==> src/rtl/sm3_pkg.sv <==
// shared types, constants and bit functions of the sm3 hash engine
package sm3_pkg;

   typedef logic [31:0] word_type;
   typedef word_type [0:7] regs_type;
   typedef word_type [0:15] win_type;

   localparam regs_type SM3_IV = '{
      32'h7380166F, 32'h4914B2B9, 32'h172442D7, 32'hDA8A0600,
      32'hA96F30BC, 32'h163138AA, 32'hE38DEE4D, 32'hB0FB0E4E
   };
   localparam word_type T_LOW    = 32'h79CC4519;
   localparam word_type T_HIGH   = 32'h7A879D8A;
   localparam word_type PAD_WORD = 32'h80000000;
   localparam int       ROUNDS   = 64;

   function automatic word_type rotl(input word_type x, input logic [4:0] n);
      logic [63:0] dbl;
      dbl = {x, x} << n;
      return dbl[63:32];
   endfunction

   function automatic word_type perm0(input word_type x);
      return x ^ rotl(x, 5'd9) ^ rotl(x, 5'd17);
   endfunction

   function automatic word_type perm1(input word_type x);
      return x ^ rotl(x, 5'd15) ^ rotl(x, 5'd23);
   endfunction

endpackage

==> src/rtl/sm3_round.sv <==
// one sm3 compression round and one message expansion step
module sm3_round
   import sm3_pkg::*;
(
   input  regs_type    regs,
   input  win_type     win,
   input  logic [5:0]  rnd,
   output regs_type    regs_next,
   output word_type    new_word
);

   word_type tj;
   word_type a12;
   word_type ss1;
   word_type ss2;
   word_type ff;
   word_type gg;
   word_type tt1;
   word_type tt2;
   logic     early;

   always_comb begin
      early = (rnd[5:4] == 2'd0);
      tj    = early ? T_LOW : T_HIGH;
      a12   = rotl(regs[0], 5'd12);
      ss1   = rotl(a12 + regs[4] + rotl(tj, rnd[4:0]), 5'd7);
      ss2   = ss1 ^ a12;
      if (early) begin
         ff = regs[0] ^ regs[1] ^ regs[2];
         gg = regs[4] ^ regs[5] ^ regs[6];
      end else begin
         ff = (regs[0] & regs[1]) | (regs[0] & regs[2]) | (regs[1] & regs[2]);
         gg = (regs[4] & regs[5]) | (~regs[4] & regs[6]);
      end
      tt1 = ff + regs[3] + ss2 + (win[0] ^ win[4]);
      tt2 = gg + regs[7] + ss1 + win[0];
      regs_next[0] = tt1;
      regs_next[1] = regs[0];
      regs_next[2] = rotl(regs[1], 5'd9);
      regs_next[3] = regs[2];
      regs_next[4] = perm0(tt2);
      regs_next[5] = regs[4];
      regs_next[6] = rotl(regs[5], 5'd19);
      regs_next[7] = regs[6];
      new_word = perm1(win[0] ^ win[7] ^ rotl(win[13], 5'd15))
                 ^ rotl(win[3], 5'd7) ^ win[10];
   end

endmodule

==> src/rtl/sm3_hash.sv <==
// sm3 hash engine top level: word intake, padding, round sequencer, digest output
//
// req channel carries the message as big-endian 32-bit words; req_tlast marks the
// final word, whose valid_bytes field (0 to 4, larger taken as 4) gives its valid
// leading bytes. every other word counts as four full bytes.
// each sixteenth word starts a compression, one round per cycle on the
// shared round unit; req_tready is low meanwhile.
// after the last word the padding words are pushed one per cycle while no compression runs
// (up to 18, with one or two compressions), then the digest leaves on the rsp channel as
// eight beats, index 0 first, rsp_tlast on index 7. req_tready stays low until the
// eighth beat is taken; a stalled rsp simply holds the current beat.
// the engine then returns to the initial vector and a zero length for a new message.
// reset (synchronous, active high) clears the sequencer and the length count and loads the
// initial vector into the chaining value at once; no clearing pass follows.
module sm3_hash
   import sm3_pkg::*;
(
   input  logic        clock,
   input  logic        reset,
   input  logic        req_tvalid,
   output logic        req_tready,
   input  logic [39:0] req_tdata,   // message_word[31:0], valid_bytes[34:32], zeros
   input  logic        req_tlast,
   output logic        rsp_tvalid,
   input  logic        rsp_tready,
   output logic [39:0] rsp_tdata,   // digest_word[31:0], digest_index[34:32], zeros
   output logic        rsp_tlast
);

   typedef enum logic [1:0] {ST_IDLE, ST_ROUND, ST_PAD, ST_OUT} state_type;

   state_type   state_ff, state_in;
   regs_type    chain_ff, chain_in;
   regs_type    regs_ff, regs_in;
   win_type     win_ff, win_in;
   logic [63:0] bitlen_ff, bitlen_in;
   logic [3:0]  pos_ff, pos_in;
   logic [5:0]  rnd_ff, rnd_in;
   logic [2:0]  idx_ff, idx_in;
   logic        pad_ff, pad_in;
   logic        pend80_ff, pend80_in;
   logic        hidone_ff, hidone_in;
   logic        fin_ff, fin_in;

   regs_type    round_regs;
   word_type    round_word;
   word_type    msg_word;
   logic [2:0]  vbytes;
   logic [2:0]  ksat;
   logic        push;
   word_type    push_word;
   logic        in_beat;

   sm3_round u_round (
      .regs      (regs_ff),
      .win       (win_ff),
      .rnd       (rnd_ff),
      .regs_next (round_regs),
      .new_word  (round_word)
   );

   assign msg_word   = req_tdata[31:0];
   assign vbytes     = req_tdata[34:32];
   assign ksat       = (vbytes > 3'd4) ? 3'd4 : vbytes;
   assign req_tready = (state_ff == ST_IDLE);
   assign in_beat    = req_tvalid && req_tready;
   assign rsp_tvalid = (state_ff == ST_OUT);
   assign rsp_tdata  = {5'd0, idx_ff, chain_ff[idx_ff]};
   assign rsp_tlast  = (idx_ff == 3'd7);

   always_comb begin
      state_in  = state_ff;
      chain_in  = chain_ff;
      regs_in   = regs_ff;
      win_in    = win_ff;
      bitlen_in = bitlen_ff;
      pos_in    = pos_ff;
      rnd_in    = rnd_ff;
      idx_in    = idx_ff;
      pad_in    = pad_ff;
      pend80_in = pend80_ff;
      hidone_in = hidone_ff;
      fin_in    = fin_ff;
      push      = 1'b0;
      push_word = '0;

      unique case (state_ff)
         ST_IDLE: begin
            if (in_beat) begin
               push = 1'b1;
               if (!req_tlast) begin
                  push_word = msg_word;
                  bitlen_in = bitlen_ff + 64'd32;
               end else begin
                  bitlen_in = bitlen_ff + {58'd0, ksat, 3'd0};
                  pad_in    = 1'b1;
                  state_in  = ST_PAD;
                  case (ksat)
                     3'd0:    push_word = PAD_WORD;
                     3'd1:    push_word = {msg_word[31:24], 24'h800000};
                     3'd2:    push_word = {msg_word[31:16], 16'h8000};
                     3'd3:    push_word = {msg_word[31:8], 8'h80};
                     default: begin
                        push_word = msg_word;
                        pend80_in = 1'b1;
                     end
                  endcase
               end
            end
         end
         ST_PAD: begin
            push = 1'b1;
            if (pend80_ff) begin
               push_word = PAD_WORD;
               pend80_in = 1'b0;
            end else if (hidone_ff) begin
               push_word = bitlen_ff[31:0];
               fin_in    = 1'b1;
            end else if (pos_ff == 4'd14) begin
               push_word = bitlen_ff[63:32];
               hidone_in = 1'b1;
            end
         end
         ST_ROUND: begin
            regs_in = round_regs;
            for (int i = 0; i < 15; i++) begin
               win_in[i] = win_ff[i + 1];
            end
            win_in[15] = round_word;
            rnd_in     = rnd_ff + 6'd1;
            if (rnd_ff == 6'(ROUNDS - 1)) begin
               for (int i = 0; i < 8; i++) begin
                  chain_in[i] = chain_ff[i] ^ round_regs[i];
               end
               if (!pad_ff) begin
                  state_in = ST_IDLE;
               end else if (fin_ff) begin
                  state_in  = ST_OUT;
                  pad_in    = 1'b0;
                  hidone_in = 1'b0;
                  fin_in    = 1'b0;
                  idx_in    = 3'd0;
               end else begin
                  state_in = ST_PAD;
               end
            end
         end
         ST_OUT: begin
            if (rsp_tready) begin
               idx_in = idx_ff + 3'd1;
               if (idx_ff == 3'd7) begin
                  state_in  = ST_IDLE;
                  chain_in  = SM3_IV;
                  bitlen_in = '0;
               end
            end
         end
         default: state_in = ST_IDLE;
      endcase

      if (push) begin
         win_in[pos_ff] = push_word;
         pos_in         = pos_ff + 4'd1;
         if (pos_ff == 4'd15) begin
            regs_in  = chain_ff;
            rnd_in   = '0;
            state_in = ST_ROUND;
         end
      end
   end

   always_ff @(posedge clock) begin
      win_ff  <= win_in;
      if (reset) begin
         state_ff  <= ST_IDLE;
         chain_ff  <= SM3_IV;
         regs_ff   <= '0;
         bitlen_ff <= '0;
         pos_ff    <= '0;
         rnd_ff    <= '0;
         idx_ff    <= '0;
         pad_ff    <= 1'b0;
         pend80_ff <= 1'b0;
         hidone_ff <= 1'b0;
         fin_ff    <= 1'b0;
      end else begin
         state_ff  <= state_in;
         chain_ff  <= chain_in;
         regs_ff   <= regs_in;
         bitlen_ff <= bitlen_in;
         pos_ff    <= pos_in;
         rnd_ff    <= rnd_in;
         idx_ff    <= idx_in;
         pad_ff    <= pad_in;
         pend80_ff <= pend80_in;
         hidone_ff <= hidone_in;
         fin_ff    <= fin_in;
      end
   end

`ifndef SYNTHESIS
   a_no_overlap: assert property (@(posedge clock) disable iff (reset)
      !(req_tready && rsp_tvalid))
      else $error("intake and digest output active together");

   a_ready_after_digest: assert property (@(posedge clock) disable iff (reset)
      rsp_tvalid && rsp_tready && rsp_tlast |=> req_tready && (chain_ff == SM3_IV))
      else $error("engine not restarted after final digest beat");

   a_block_aligned: assert property (@(posedge clock) disable iff (reset)
      rsp_tvalid |-> (pos_ff == 4'd0) && !pad_ff)
      else $error("digest shown with a partly filled block");

   a_rounds_run: assert property (@(posedge clock) disable iff (reset)
      (state_ff == ST_ROUND) && (rnd_ff != 6'(ROUNDS - 1)) |=> (state_ff == ST_ROUND))
      else $error("compression left before the last round");
`endif

endmodule

==> config.mk <==
export PLATFORM = sky130hd
export DESIGN_NAME = sm3_hash
export DESIGN_NICKNAME = d
export VERILOG_FILES = /design/src/rtl/sm3_pkg.sv /design/src/rtl/sm3_round.sv /design/src/rtl/sm3_hash.sv
export SDC_FILE = /design/constraint.sdc
export NUM_CORES = 2
export LEC_CHECK = 0
export BUFFER_PORTS_ARGS = -buffer_cell sky130_fd_sc_hd__buf_2
export CORE_MARGIN = 2
export CORE_UTILIZATION = 56
export DETAILED_ROUTE_END_ITERATION = 7
export GPL_TIMING_DRIVEN = 0
export PLACE_DENSITY = 0.71
export REMOVE_ABC_BUFFERS = 1
export SLEW_MARGIN = 30
export SYNTH_ARGS = -nofsm -noshare
export SYNTH_HDL_FRONTEND = slang
export SYNTH_SLANG_ARGS = --single-unit
==> constraint.sdc <==
create_clock -name clock -period 10.25 [get_ports clock]
set_input_delay 1.025 -clock clock [delete_from_list [all_inputs] [get_ports clock]]
set_output_delay 1.025 -clock clock [all_outputs]
set_load 0.01 [all_outputs]
==> key figures <==
Timing
  – Fin crit share: 97.2%
  – Clock skew: 0.0585 ns
  – # setup viols final: 0
  – Endpoints failing hold: 0
  – Worst Max-Slew Pin Slew: 0.990 ns
  – Slew headroom: 33.9%
  – Setup TNS: 0 ns
  – Min Tclk post-route: 9.97 ns
  – Fmax: 100 MHz
  – Final Max Tran Viols: 0

Setup path
  – CP Launch Type: flip-flop
  – Worst path most repeated cell: a21oi_1
  – CP arrival: 10.56 ns
  – Slowest stage delay, CP: 0.66 ns
  – Slowest-stage cell, CP: o211ai_1
  – Reg2Reg Setup Slack: 0.28 ns
  – Worst-path fanout max: 92
  – Worst setup EP type: flip-flop
  – Crit Path Category: flip-flop to flip-flop
  – Crit path max-delay family: compound AO/OA/AOI/OAI gates
  – CP required: 10.85 ns
  – Buf+Inv Stages, Crit Path: 4

Yosys
  – EDFF count, synth: 0
  – Synth async-reset ratio: 0%
  – Ys flop type: dfxtp_1
  – Mapped Cells: 7478
  – Synth warn: 0
  – Number of library cell types mapped by synthesis: 95
  – Seq/Total Area, Yosys: 35.3%
  – Synthesized area per cell: 8.37 µm²
  – Synthesized area: 62600 µm²
  – FF+latch count, synth: 1104

Layout
  – Layout area overhead: 12.9%
  – Fin area: 70700 µm²
  – Share of layout cells above drive strength 1: 9.58%
  – Commonest non-fill, non-tap cells in the layout: nand2_1 (1301), dfxtp_1 (1095), o21ai_0 (783), nor2_1 (663), mux2i_1 (474)
  – Commonest non-fill, non-tap cell in the layout: nand2_1
  – Non-Filler Instances: 8897
  – Fillers: 9200
  – NumNets Final: 7656

CTS
  – Clk sinks: 1104
  – Hold_buf cts: 0
  – Worst-path clk slew: 0.07 ns
  – Root Buffer: clkbuf_16
  – Clock Tree Buf Depth: 3
  – Number of buffers created by CTS: 115
  – CTS tree: built
  – Clock latency on the worst-skew pair: 0.75 ns
  – H-tree Lvls: 3

Run status
  – Status: finished, final reports clean

Power and ir drop
  – PnR Total Power: 0.0128 W
  – Pwr per Cell Area: 181 nW/µm²
  – Leak: 29.8 nW
  – VDD IR max: 0.165 mV

Floorplan
  – Full die area: 115000 µm²
  – Cell Rows: 122
  – IO Count: 88
  – Die X-Extent: 338 µm
  – Die Y: 338 µm
  – Total core area: 111000 µm²
  – Starting Density: 56.5%

Placed design
  – Placed Cells: 8677
  – Final Wtd Congestion: 1.01
  – Post-DP HPWL: 159000 µm
  – I/O Buffers: 77
  – Placed Area: 66400 µm²

Route
  – Routed Antenna Nets: 0
  – Drt first pass iters: 5
  – Total Wirelength: 214000 µm
  – Vias: 54300
  – DRT iter0 DRCs: 5054
  – DR vias/cell: 6.10
  – Wire per inst: 24.0 µm
  – DRC: 0

Flow run
  – Number of max-cap violations: 0

Global route
  – Global Route met3 Usage: 5.94%
  – First-pass GRT wire length: 319000 µm
  – Largest net degree at the start of global routing: 93
  – Met1 global-route usage: 44.2%
  – Initial antenna violation count: 7
  – GRT Total Usage: 36.2%
  – Gr busiest metal: met2
  – GRT overflow: 0
  – Met2 global-route usage: 59.0%
  – Vias in the first global route: 51200

Min path
  – Worst hold-check path type: flip-flop to flip-flop
-- cell usage after synthesis (all sizes together), types with 7 or more instances --
| master | n | area, µm² |
|---|---|---|
| nand2b | 15 | 93.8 |
| nand3 | 87 | 448 |
| xnor2 | 314 | 2750 |
| a221oi | 8 | 70.1 |
| o21ai | 819 | 4110 |
| buf | 50 | 229 |
| dfxtp | 1104 | 22100 |
| a21oi | 401 | 2010 |
| fa | 189 | 3780 |
| a22oi | 30 | 225 |
| xor2 | 252 | 2210 |
| o21a | 19 | 150 |
| and3 | 126 | 791 |
| a311oi | 212 | 1860 |
| clkbuf | 493 | 1850 |
| nor2 | 681 | 2570 |
| o221ai | 7 | 61.3 |
| nor3 | 60 | 315 |
| nand2 | 1301 | 4880 |
| ha | 109 | 1360 |
| or2 | 10 | 62.6 |
| nor2b | 14 | 87.6 |
| a21o | 54 | 407 |
| or3 | 55 | 344 |
| mux2i | 474 | 4740 |
| inv | 225 | 845 |
| o21bai | 17 | 131 |
| mux4 | 64 | 1440 |
| a211oi | 37 | 278 |
| and2 | 9 | 56.3 |
| a31oi | 16 | 100 |
| nand4 | 21 | 131 |
| mux2 | 65 | 732 |
| o211ai | 27 | 203 |
| and4 | 7 | 61.3 |
-- cells by family after synthesis --
family / after synthesis / share of synthesized area [%]
other: 1 / 0.00599
flip-flops: 1104 / 35.3
adder cells (fa/ha/maj): 298 / 8.22
AO/OA/AOI/OAI: 1719 / 16.4
buffers and inverters: 772 / 4.71
XOR/XNOR: 577 / 8.32
AND/OR/NAND/NOR: 2404 / 16.0
multiplexers: 603 / 11.0
-- final cells by class --
class	instances	area [µm²]	share of cell area, %
Antenna cell	1	2.50	0.00354
Clock buffer	164	3390	4.80
Clock inverter	48	681	0.963
Inverter	227	872	1.23
Multi-Input combinational cell	5606	38100	53.9
Sequential cell	1104	22100	31.3
Tap cell	1488	1860	2.63
Timing Repair Buffer	259	3690	5.22
-- power by group --
| group | switching (W) | internal, W |
|---|---|---|
| combinational | 0.00213 | 0.00124 |
| clock | 0.00188 | 0.00261 |
| sequential | 0.000288 | 0.00461 |
| total | 0.00430 | 0.00847 |
-- metal layers --
metal,vias up,share of wire [%]
met5,-,0.018
met4,8,7.8
met3,542,7.3
met2,2090,46
met1,26300,39
li1,25300,-
-- stage by stage --
step           worst slack (ns)  utilization, %  hold WS [ns]
2_1_floorplan            -15.37               -         0.441
3_3_place_gp             -34.12            56.7         0.459
3_5_place_dp             -0.754            59.9         0.469
4_1_cts                 0.00482            63.7         0.479
5_1_grt                 -0.0316            63.8         0.504
6_report                  0.285            63.8         0.481
-- registers in the layout, indices dropped and copies added (netlist names) --
register,count
pad_ff,1
bitlen_ff,61
chain_ff,256
state_ff,2
rnd_ff,6
idx_ff,3
regs_ff,256
fin_ff,1
hidone_ff,1
win_ff,512
pend80_ff,1
pos_ff,4
-- path summary, 6_finish.rpt --
| path | cells after the start | to | start |
|---|---|---|---|
| worst max-delay path | 35 | chain_ff[104] | rnd_ff[4] |
| worst min-delay path | 2 | regs_ff[255] | chain_ff[255] |
| worst max register to register | 35 | chain_ff[104] | rnd_ff[4] |
| worst min register to register | 2 | regs_ff[255] | chain_ff[255] |
-- timing repair --
| action | 4_1_cts | 5_1_grt |
|---|---|---|
| endpoints found under the setup margin | 91 | 92 |
| cloned | 0 | 0 |
| resized for setup | 10 | 20 |
| pin swaps | 1 | 5 |
| buffers inserted | 0 | 7 |
-- tightest hold or removal path: stages, from the launching register on --
cell and delay [ns]:
dfxtp_1 0.33, nand2_1 0.06, a21oi_1 0.05
(Power assumes the default switching activity.)
